$ cat src/hdl/pre_pkg.sv
package pre_pkg;

   // Character codes used by the printable test and the run terminator
   localparam logic [7:0] CharTab       = 8'h09;
   localparam logic [7:0] CharNewline   = 8'h0A;
   localparam logic [7:0] PrintLow      = 8'h20;
   localparam logic [7:0] PrintHigh     = 8'h7E;

   // Defaults for the top-level parameters
   localparam int MinRunDefault     = 4;
   localparam int QueueDepthDefault = 4;

   // Input item
   typedef struct packed {
      logic [7:0] in_byte;
      logic       end_of_dump;
   } req_type;

   // Result item
   typedef struct packed {
      logic [7:0] out_byte;
      logic       burst_last;
   } rsp_type;

   // Job queue status seen by the front and back parts
   typedef struct packed {
      logic not_empty;
      logic full;
   } queue_status_type;

   // Printable test: 0x20..0x7E, tab or newline
   function automatic logic is_printable(input logic [7:0] c);
      return (c == CharNewline) || (c == CharTab) || ((c >= PrintLow) && (c <= PrintHigh));
   endfunction

endpackage

$ cat src/hdl/pre_front.sv
module pre_front #(
   parameter int MIN_RUN = pre_pkg::MinRunDefault
) (
   input  logic                        clock,
   input  logic                        reset,
   input  logic                        req_valid,
   input  pre_pkg::req_type            req_data,
   output logic                        req_stall,
   input  pre_pkg::queue_status_type   queue_status,
   output logic                        job_push,
   output logic [MIN_RUN-1:0][7:0]     job_bytes,
   output logic [$clog2(MIN_RUN+1)-1:0] job_count,
   output logic                        job_newline
);

   localparam int RunW     = $clog2(MIN_RUN + 1);
   localparam int Hold     = (MIN_RUN > 1) ? MIN_RUN - 1 : 1;
   localparam int HeldIdxW = (Hold > 1) ? $clog2(Hold) : 1;
   localparam logic [RunW:0] MinRunExt = (RunW + 1)'(MIN_RUN);

   logic [Hold-1:0][7:0] held_ff;
   logic [RunW-1:0]      run_len_ff, run_len_in;
   logic                 prev_nl_ff, prev_nl_in;

   logic       accept;
   logic       printable;
   logic       is_nl;
   logic [RunW:0] run_next;
   logic       hold_byte;
   logic       flush_run;

   // Transfer takes place whenever the queue has room
   assign req_stall = queue_status.full;
   assign accept    = req_valid && !queue_status.full;

   assign printable = pre_pkg::is_printable(req_data.in_byte);
   assign is_nl     = (req_data.in_byte == pre_pkg::CharNewline);
   assign run_next  = {1'b0, run_len_ff} + (RunW + 1)'(1);
   assign hold_byte = printable && (run_next < MinRunExt);
   assign flush_run = printable && (run_next == MinRunExt);

   // Classify the byte into a job: bytes to emit and whether a newline closes the run
   always_comb begin
      logic [RunW-1:0] len_after;
      len_after   = run_len_ff;
      run_len_in  = run_len_ff;
      prev_nl_in  = prev_nl_ff;
      job_count   = '0;
      job_newline = 1'b0;
      job_bytes   = '0;
      for (int i = 0; i < Hold; i++) begin
         job_bytes[i] = held_ff[i];
      end
      job_bytes[MIN_RUN-1] = req_data.in_byte;

      if (printable) begin
         if (hold_byte) begin
            len_after = run_next[RunW-1:0];
         end else if (flush_run) begin
            job_count = RunW'(MIN_RUN);
            len_after = RunW'(MIN_RUN);
         end else begin
            job_bytes[0] = req_data.in_byte;
            job_count    = RunW'(1);
         end
         if (req_data.end_of_dump) begin
            job_newline = ({1'b0, len_after} >= MinRunExt) && !is_nl;
            run_len_in  = '0;
            prev_nl_in  = 1'b0;
         end else begin
            run_len_in  = len_after;
            prev_nl_in  = is_nl;
         end
      end else begin
         // Break: close a kept run, drop a short one
         job_newline = ({1'b0, run_len_ff} >= MinRunExt) && !prev_nl_ff;
         run_len_in  = '0;
         prev_nl_in  = 1'b0;
      end
   end

   assign job_push = accept && ((job_count != '0) || job_newline);

   // Run state
   always_ff @(posedge clock) begin
      if (reset) begin
         run_len_ff <= '0;
         prev_nl_ff <= 1'b0;
      end else if (accept) begin
         run_len_ff <= run_len_in;
         prev_nl_ff <= prev_nl_in;
      end
   end

   // Held bytes of a run not yet long enough
   always_ff @(posedge clock) begin
      if (accept && hold_byte) begin
         held_ff[run_len_ff[HeldIdxW-1:0]] <= req_data.in_byte;
      end
   end

endmodule

$ cat src/hdl/pre_queue.sv
module pre_queue #(
   parameter int WIDTH = 8,
   parameter int DEPTH = pre_pkg::QueueDepthDefault
) (
   input  logic                      clock,
   input  logic                      reset,
   input  logic                      push,
   input  logic [WIDTH-1:0]          push_data,
   input  logic                      pop,
   output logic [WIDTH-1:0]          pop_data,
   output pre_pkg::queue_status_type status
);

   localparam int PtrW = (DEPTH > 1) ? $clog2(DEPTH) : 1;
   localparam int CntW = $clog2(DEPTH + 1);
   localparam logic [PtrW-1:0] LastPtr = PtrW'(DEPTH - 1);
   localparam logic [CntW-1:0] FullCnt = CntW'(DEPTH);

   logic [WIDTH-1:0] entry_ff [DEPTH];
   logic [PtrW-1:0]  wr_ptr_ff, wr_ptr_in;
   logic [PtrW-1:0]  rd_ptr_ff, rd_ptr_in;
   logic [CntW-1:0]  count_ff, count_in;
   logic             do_push, do_pop;

   assign status.full      = (count_ff == FullCnt);
   assign status.not_empty = (count_ff != '0);
   assign do_push          = push && !status.full;
   assign do_pop           = pop && status.not_empty;
   assign pop_data         = entry_ff[rd_ptr_ff];

   // Pointer and fill count update
   always_comb begin
      wr_ptr_in = wr_ptr_ff;
      rd_ptr_in = rd_ptr_ff;
      count_in  = count_ff;
      if (do_push) begin
         wr_ptr_in = (wr_ptr_ff == LastPtr) ? '0 : wr_ptr_ff + PtrW'(1);
      end
      if (do_pop) begin
         rd_ptr_in = (rd_ptr_ff == LastPtr) ? '0 : rd_ptr_ff + PtrW'(1);
      end
      if (do_push && !do_pop) begin
         count_in = count_ff + CntW'(1);
      end else if (do_pop && !do_push) begin
         count_in = count_ff - CntW'(1);
      end
   end

   always_ff @(posedge clock) begin
      if (reset) begin
         wr_ptr_ff <= '0;
         rd_ptr_ff <= '0;
         count_ff  <= '0;
      end else begin
         wr_ptr_ff <= wr_ptr_in;
         rd_ptr_ff <= rd_ptr_in;
         count_ff  <= count_in;
      end
   end

   // Entry storage
   always_ff @(posedge clock) begin
      if (do_push) begin
         entry_ff[wr_ptr_ff] <= push_data;
      end
   end

   // Fill count never passes the depth
   assert property (@(posedge clock) disable iff (reset) count_ff <= FullCnt)
      else $error("job queue overfilled");

   // Pointers agree with the fill count
   assert property (@(posedge clock) disable iff (reset)
      (count_ff == '0 || count_ff == FullCnt) |-> (wr_ptr_ff == rd_ptr_ff))
      else $error("job queue pointers disagree with count");

   // A pop without a push frees exactly one entry
   assert property (@(posedge clock) disable iff (reset)
      (do_pop && !do_push) |=> (count_ff == $past(count_ff) - CntW'(1)))
      else $error("job queue count wrong after pop");

endmodule

$ cat src/hdl/pre_back.sv
module pre_back #(
   parameter int MIN_RUN = pre_pkg::MinRunDefault
) (
   input  logic                         clock,
   input  logic                         reset,
   input  logic                         job_valid,
   input  logic [MIN_RUN-1:0][7:0]      job_bytes,
   input  logic [$clog2(MIN_RUN+1)-1:0] job_count,
   input  logic                         job_newline,
   output logic                         job_pop,
   output logic                         rsp_valid,
   output pre_pkg::rsp_type             rsp_data,
   input  logic                         rsp_stall
);

   localparam int IdxW     = $clog2(MIN_RUN + 1);
   localparam int ByteIdxW = (MIN_RUN > 1) ? $clog2(MIN_RUN) : 1;

   logic [IdxW-1:0]  idx_ff, idx_in;
   logic             rsp_valid_ff, rsp_valid_in;
   pre_pkg::rsp_type rsp_ff, rsp_in;

   logic          advance;
   logic [IdxW:0] total;
   logic          last_of_job;

   // Output register frees up when empty or taken
   assign advance     = !rsp_valid_ff || !rsp_stall;
   assign total       = {1'b0, job_count} + (IdxW + 1)'(job_newline);
   assign last_of_job = (({1'b0, idx_ff} + (IdxW + 1)'(1)) == total);
   assign job_pop     = advance && job_valid && last_of_job;

   // Pick the next result of the head job
   always_comb begin
      idx_in       = idx_ff;
      rsp_valid_in = rsp_valid_ff;
      rsp_in       = rsp_ff;
      if (advance) begin
         rsp_valid_in = job_valid;
         if (job_valid) begin
            rsp_in.out_byte   = (idx_ff < job_count) ? job_bytes[idx_ff[ByteIdxW-1:0]]
                                                     : pre_pkg::CharNewline;
            rsp_in.burst_last = last_of_job;
            idx_in            = last_of_job ? '0 : idx_ff + IdxW'(1);
         end
      end
   end

   always_ff @(posedge clock) begin
      if (reset) begin
         idx_ff       <= '0;
         rsp_valid_ff <= 1'b0;
      end else begin
         idx_ff       <= idx_in;
         rsp_valid_ff <= rsp_valid_in;
      end
   end

   always_ff @(posedge clock) begin
      rsp_ff <= rsp_in;
   end

   assign rsp_valid = rsp_valid_ff;
   assign rsp_data  = rsp_ff;

   // Index stays inside the head job
   assert property (@(posedge clock) disable iff (reset)
      job_valid |-> ({1'b0, idx_ff} < total))
      else $error("result index beyond job");

   // Index returns to zero once a job is popped
   assert property (@(posedge clock) disable iff (reset) job_pop |=> (idx_ff == '0))
      else $error("result index not cleared after pop");

   // Last result of a job always goes with a pop
   assert property (@(posedge clock) disable iff (reset)
      (advance && job_valid && last_of_job) |=> (rsp_valid_ff && rsp_ff.burst_last))
      else $error("burst end lost");

endmodule

$ cat src/hdl/printable_run_extractor_unit.sv
// Each job is stored in a queue entry; the back part puts its results in an output register,
// which holds each one while the receiver stalls.
// Throughput: one input byte per cycle while the job queue has room; the back part emits one
// result per cycle unless stalled; a job expands into a burst of up to MIN_RUN+1 results.
// Queue depth (QUEUE_DEPTH jobs) absorbs those bursts; items without results take no entry.
// Reset (synchronous, active high) empties the queue, clears run length and newline flag.
module printable_run_extractor_unit #(
   parameter int MIN_RUN     = pre_pkg::MinRunDefault,
   parameter int QUEUE_DEPTH = pre_pkg::QueueDepthDefault
) (
   input  logic             clock,
   input  logic             reset,
   input  logic             req_valid,
   input  pre_pkg::req_type req_data,
   output logic             req_stall,
   output logic             rsp_valid,
   output pre_pkg::rsp_type rsp_data,
   input  logic             rsp_stall
);

   localparam int CntW   = $clog2(MIN_RUN + 1);
   localparam int EntryW = MIN_RUN * 8 + CntW + 1;

   pre_pkg::queue_status_type queue_status;

   logic                    job_push;
   logic [MIN_RUN-1:0][7:0] push_bytes;
   logic [CntW-1:0]         push_count;
   logic                    push_newline;
   logic [EntryW-1:0]       push_entry;

   logic                    job_pop;
   logic [EntryW-1:0]       head_entry;
   logic [MIN_RUN-1:0][7:0] head_bytes;
   logic [CntW-1:0]         head_count;
   logic                    head_newline;

   // Front: classify and track runs
   pre_front #(
      .MIN_RUN (MIN_RUN)
   ) u_front (
      .clock        (clock),
      .reset        (reset),
      .req_valid    (req_valid),
      .req_data     (req_data),
      .req_stall    (req_stall),
      .queue_status (queue_status),
      .job_push     (job_push),
      .job_bytes    (push_bytes),
      .job_count    (push_count),
      .job_newline  (push_newline)
   );

   assign push_entry = {push_bytes, push_count, push_newline};

   // Job queue between front and back
   pre_queue #(
      .WIDTH (EntryW),
      .DEPTH (QUEUE_DEPTH)
   ) u_queue (
      .clock     (clock),
      .reset     (reset),
      .push      (job_push),
      .push_data (push_entry),
      .pop       (job_pop),
      .pop_data  (head_entry),
      .status    (queue_status)
   );

   assign {head_bytes, head_count, head_newline} = head_entry;

   // Back: expand jobs into result bytes
   pre_back #(
      .MIN_RUN (MIN_RUN)
   ) u_back (
      .clock       (clock),
      .reset       (reset),
      .job_valid   (queue_status.not_empty),
      .job_bytes   (head_bytes),
      .job_count   (head_count),
      .job_newline (head_newline),
      .job_pop     (job_pop),
      .rsp_valid   (rsp_valid),
      .rsp_data    (rsp_data),
      .rsp_stall   (rsp_stall)
   );

endmodule

$ cat config.mk
export PLATFORM = sky130hd
export DESIGN_NAME = printable_run_extractor_unit
export DESIGN_NICKNAME = d
export VERILOG_FILES = /design/src/hdl/pre_pkg.sv /design/src/hdl/pre_front.sv /design/src/hdl/pre_queue.sv /design/src/hdl/pre_back.sv /design/src/hdl/printable_run_extractor_unit.sv
export SDC_FILE = /design/constraint.sdc
export NUM_CORES = 1
export LEC_CHECK = 0
export BUFFER_PORTS_ARGS = -buffer_cell sky130_fd_sc_hd__buf_2
export CAP_MARGIN = 5
export CORE_MARGIN = 5
export CORE_UTILIZATION = 56
export CTS_CLUSTER_DIAMETER = 60
export DETAILED_ROUTE_END_ITERATION = 6
export HOLD_SLACK_MARGIN = 0.03
export PLACE_DENSITY = 0.78
export SYNTH_ARGS = -nofsm -noshare
export SYNTH_HDL_FRONTEND = slang
export SYNTH_SLANG_ARGS = --single-unit
$ cat constraint.sdc
create_clock -name clock -period 4.8 [get_ports clock]
set_input_delay 0.72 -clock clock [delete_from_list [all_inputs] [get_ports clock]]
set_output_delay 0.72 -clock clock [all_outputs]
set_load 0.01 [all_outputs]
==> results of run 1 <==
-- cell usage in the layout (no fill, tap or decap), types with 9 or more instances in the layout --
cell and n:
edfxtp_1 173, mux4_2 43, buf_2 23, clkbuf_16 17, dfxtp_1 16, nor2_1 13
ha_1 13, nor2b_1 10, nand2_1 9
-- power groups by stage --
stage	registers (mW)	clock network (mW)	logic, mW
6_report	1.80	1.32	0.0364
5_1_grt	1.79	1.42	0.0398
4_1_cts	1.80	1.34	0.0363
3_3_place_gp	1.83	0	0.0334
3_5_place_dp	1.83	0	0.0359
2_1_floorplan	1.83	0	0.0155
-- cell type report --
cell class	count	area [um2]
clock buffers	19	433
fillers	873	4790
flip-flops and latches	190	5540
multi-input cells	166	1910
repair buffers	31	200
inverters	8	30.0
well taps	176	220
clock inverters	11	121
-- cell families (layout without fill, tap and decap cells) --
kind of cell | count (synthesis) | after routing | synth area share [%]
flops | 190 | 190 | 73.4
simple gates | 65 | 65 | 5.06
mux | 54 | 54 | 14.4
compound gates | 27 | 27 | 2.60
buf+inv | 20 | 69 | 1.31
fa+ha+maj | 14 | 14 | 2.42
xor+xnor | 6 | 6 | 0.796
-- state kept, by name (all words and copies together), names as in the netlist, named ones only --
signal,flops
u_queue.rd_ptr_ff,2
u_front.held_ff,8
u_back.rsp_valid,1
u_front.run_len_ff,3
u_queue.entry_ff,140
u_back.rsp_data,9
u_queue.wr_ptr_ff,2
u_back.idx_ff,3
u_front.job_bytes,16
u_front.prev_nl_ff,1
u_queue.count_ff,3
-- Yosys cell counts (2+ instances only) --
cell and count:
ha_1 13, mux2_2 8, nor3b_1 4, a21oi_1 7, inv_1 8, buf_4 2, a21o_1 4, nor3_1 4
clkbuf_1 3, and2_1 8, buf_1 4, nor2_1 13, edfxtp_1 173, buf_6 2, xor2_1 4, or2_1 2
nand2b_1 2, and4_1 2, or3_1 2, dfxtp_1 17, mux2i_1 3, mux4_2 43, nor2b_1 10, nand2_1 9
a211oi_1 2, o211ai_1 2
-- metal layers --
layer  GRT usage (%)  vias to the layer above
met3            4.87                       10
li1                -                     1593
met4            6.56                        0
met2            31.0                      101
met1            23.4                     1917
met5               0                        -
-- path summary, 6_finish.rpt --
kind                            slack (ns)  depth (start not counted)             endpoint
worst max-delay path                  1.24                         12  u_queue.count_ff[2]
worst min register to register        0.47                          2     u_back.rsp_valid
worst max register to register        1.24                         12  u_queue.count_ff[2]
worst min-delay path                  0.47                          2     u_back.rsp_valid
-- worst min-delay path, stage by stage (launching register included) --
cell and delay [ns]:
dfxtp_1 0.32, nand2_1 0.05, a21oi_1 0.05
==> flow_summary.json, run 1 <==
{
  "status": "finished, final reports clean",
  "met1_length_um": 5630,
  "cap_violations": 0,
  "place_inst": 571,
  "vias_per_cell": 6.02,
  "antenna_found_initial": 0,
  "finalCriticalPeriod_ns": 3.56,
  "power_frac_seq_pct": 56.9,
  "cts.htree.levels": 4,
  "wl_met3_um": 572,
  "vias": 3621,
  "highest_layer": "met4",
  "core_um2": 13200,
  "dr.pass1.iters": 6,
  "grt.overflow.total": 0,
  "slowest_delay_ns": 0.66,
  "timing.final.hold_violations": 0,
  "async_flop_share_pct": 0,
  "ir_drop_v": 0.000242,
  "synth_top_area_share_pct": 68.9,
  "p_comb_share_pct": 1.2,
  "powerDensity_nw_per_um2": 373,
  "grt_max_degree": 36,
  "p_leak_nw": 2.73,
  "cts.path.max_buffers": 2,
  "die_area_um2": 15900,
  "cts_tree": "built",
  "initial_core_util_pct": 57.0,
  "crit_type": "reg2reg",
  "syn-cell-area_um2": 7540,
  "grt_setup_unrepaired": "false",
  "tightest_slew_ns": 0.733,
  "min_from": "u_back.rsp_valid",
  "post_cts.repair.setup_buffers": 0,
  "slowest_stage": "dfxtp_2",
  "rows": 42,
  "slew_viol_final": 0,
  "path_max_fanout": 14,
  "crit_buf_inv": 2,
  "path_clk_slew_ns": 0.06,
  "synth_top_area_cell": "edfxtp_1",
  "hpwl_um": 8370,
  "final_util_pct": 63.8,
  "crit_chain": "mux4_2 > ha_1 > nor2b_1 > a21oi_1 > nor4_2 > inv_1 > ha_1 > inv_1 > fa_1 > xor2_1 > or3_1 > a21oi_1",
  "layout_setup_ws_ns": 1.24,
  "drive_gt1_share_pct": 27.3,
  "root_buffer": "clkbuf_16",
  "ys_types": 51,
  "fin_skew_ns": 0.00735,
  "p_int_mw": 2.56,
  "ys_seq_elements": 190,
  "route.met2.wl_um": 7330,
  "fin_area_um2": 8450,
  "postCtsResizedCells": 0,
  "fin_setup_tns_ns": 0,
  "ys_warn_count": 0,
  "final_cells": 601,
  "worstSkewPairLatency_ns": 0.42,
  "die_w_um": 126,
  "numCtsBuffers": 17,
  "post-place-ws_ns": 1.26,
  "finalSetupViolations": 0,
  "swShare_pct": 18.8,
  "diodes": 0,
  "syn_nets": 403,
  "syn_area_per_cell_um2": 20.1,
  "io_buffers": 23,
  "place.gp.congestion": 0.834,
  "timing.hold.worst.class": "reg2reg",
  "dr.first_iter.drc_count": 298,
  "hold_buffers": 0,
  "required_ns": 5.15,
  "ys_top_cells_by_area": "edfxtp_1 69%, mux4_2 13%, dfxtp_1 4.5%, ha_1 2.2%, mux2_2 1.2%",
  "synth_flop_cell": "edfxtp_1",
  "routed_wl_um": 13700,
  "synth_edf_count": 173,
  "fin_nets": 441,
  "ys_seq_area_share_pct": 73.4,
  "postRouteAntennaNets": 0,
  "startpoint_type": "register",
  "maxSlewHeadroom_pct": 51.1,
  "cp-end-kind": "register",
  "synth_cells": 376,
  "p_switching_mw": 0.592,
  "whs_ns": 0.469,
  "p_total_mw": 3.15,
  "placed_area_um2": 7900,
  "drc": 0,
  "grtUsageTotal_pct": 18.4,
  "wl_per_cell_um": 22.8,
  "area_delta_synth_final_pct": 12.0,
  "period_share_pct": 74.2,
  "grt_pass1_vias": 3887,
  "die_h_um": 126,
  "path_delay_family": "adder cells",
  "clock.fmax_ghz": 0.281,
  "cts_sinks": 190,
  "pin_count": 24,
  "cp.arrival_ns": 3.91,
  "pwr-share-clk_pct": 41.9,
  "grt_pass1_wl_um": 21700
}
(Power assumes the default switching activity.)
==> run 2: changes to the inputs <==
Settings changed: CORE_UTILIZATION 56 to 55, PLACE_DENSITY 0.78 to 0.8.
Clock period 4.8 ns to 3 ns, I/O delays scaled along.
==> run 2 against run 1 <==
Net effect: clock-buffer cell count shrank 2; clock skew grew 0.00070 ns; global-route usage shrank 0.74 points; critical path type unchanged; largest power group unchanged; highest routed layer unchanged.
==> flow_summary.json, run 2 (synthesis gave the netlist of run 1 again) <==
{
  "wl_per_cell_um": 21.9,
  "drive_gt1_share_pct": 30.7,
  "r2r_slack_ns": 0.11,
  "final_cell_mix": "173 x edfxtp_1, 43 x mux4_2, 23 x buf_2",
  "grt_pass1_vias": 3789,
  "vias_per_cell": 5.89,
  "drc": 0,
  "place.gp.congestion": 0.745,
  "antenna_found_initial": 0,
  "clock.fmax_ghz": 0.346,
  "numCtsBuffers": 17,
  "area_delta_synth_final_pct": 14.5,
  "final_util_pct": 64.7,
  "tightest_slew_ns": 0.648,
  "startpoint_type": "register",
  "cts.htree.levels": 4,
  "fin_setup_tns_ns": 0,
  "hpwl_um": 7580,
  "powerDensity_nw_per_um2": 606,
  "initial_core_util_pct": 56.5,
  "finalSetupViolations": 0,
  "fin_skew_ns": 0.00805,
  "worstSkewPairLatency_ns": 0.42,
  "die_area_um2": 16200,
  "dr.pass1.iters": 5,
  "cp.arrival_ns": 3.24,
  "routed_wl_um": 13400,
  "hold_buffers": 0,
  "dr.first_iter.drc_count": 324,
  "path_max_fanout": 4,
  "root_buffer": "clkbuf_16",
  "timing.hold.worst.class": "in2reg",
  "whs_ns": 0.286,
  "crit_type": "reg2reg",
  "slew_viol_final": 0,
  "cts_sinks": 190,
  "top_register": "u_queue.entry_ff",
  "p_leak_nw": 2.81,
  "die_w_um": 127,
  "maxSlewHeadroom_pct": 56.8,
  "cap_violations": 0,
  "final_common_cell": "edfxtp_1",
  "grt_pass1_wl_um": 21100,
  "required_ns": 3.35,
  "grt_max_degree": 36,
  "core_um2": 13300,
  "placed_area_um2": 8020,
  "finalCriticalPeriod_ns": 2.89,
  "cp-end-kind": "register",
  "rows": 42,
  "io_buffers": 23,
  "path_clk_slew_ns": 0.06,
  "postRouteAntennaNets": 0,
  "cts_tree": "built",
  "diodes": 0,
  "period_share_pct": 96.3,
  "vias": 3609,
  "pin_count": 24,
  "cts.path.max_buffers": 2,
  "grtUsageTotal_pct": 17.7,
  "grt.overflow.total": 0,
  "timing.final.hold_violations": 0,
  "p_total_mw": 5.24,
  "die_h_um": 127,
  "fin_nets": 451,
  "min_from": "rsp_stall",
  "largest_reg_flops": 140,
  "fin_area_um2": 8640,
  "ir_drop_v": 0.000427,
  "status": "finished, final reports clean"
}
-- run 2: cell types whose count changed in the layout (fill, tap and decap cells not counted), moves of 3 or more --
cell,before,now
buf_4,6,14
inv_8,0,3
clkinv_4,5,1
inv_6,0,3
-- run 2: cell type report --
type | count | area, um2
timing repair buffer | 41 | 300
fill | 891 | 4710
sequential | 190 | 5540
multi-input combinational | 166 | 1940
tap | 176 | 220
clock buffer | 17 | 425
inverter | 8 | 30.0
clock inverter | 15 | 183
-- run 2: worst paths after layout --
path | cells past startpoint | to
setup / recovery | 12 | u_queue.count_ff[2]
hold / removal | 3 | u_back.rsp_valid
setup reg to reg | 12 | u_queue.count_ff[2]
hold reg to reg | 2 | u_back.rsp_valid
-- run 2: through the flow --
step | instances | worst slack, ns
6_report | 613 | 0.111
5_1_grt | 613 | -0.00571
4_1_cts | 612 | 0.0745
3_5_place_dp | 580 | 0.0157
3_3_place_gp | 580 | 0.153
2_1_floorplan | 376 | 0.0130
-- run 2: what timing repair did --
action	in CTS	in global routing
setup endpoints to repair	0	1
buffers inserted	0	1
resized for setup	0	1
-- run 2: critical path, stage by stage (launching register included) --
cell and delay [ns]:
dfxtp_4 0.37, mux4_2 0.55, ha_4 0.26, nor2b_1 0.13, a21oi_2 0.19, nor4_4 0.07, inv_1 0.09, ha_2 0.20
inv_2 0.04, fa_2 0.34, xor2_1 0.16, or3_1 0.31, a21oi_1 0.12
-- run 2: metal layers --
| layer | up-vias | share of wire, % | global-route usage (%) |
|---|---|---|---|
| met3 | 10 | 4.8 | 4.42 |
| li1 | 1619 | - | - |
| met4 | 0 | 1.1 | 5.49 |
| met1 | 1862 | 42 | 23.0 |
| met5 | - | 0 | 0 |
| met2 | 118 | 52 | 29.7 |
-- run 2: report_power, final --
| part | internal [mW] | leakage (nW) | switching, mW |
|---|---|---|---|
| Sequential | 2.87 | 1.69 | 0.00285 |
| Combinational | 0.0201 | 0.824 | 0.0437 |
| Clock | 1.33 | 0.297 | 0.975 |
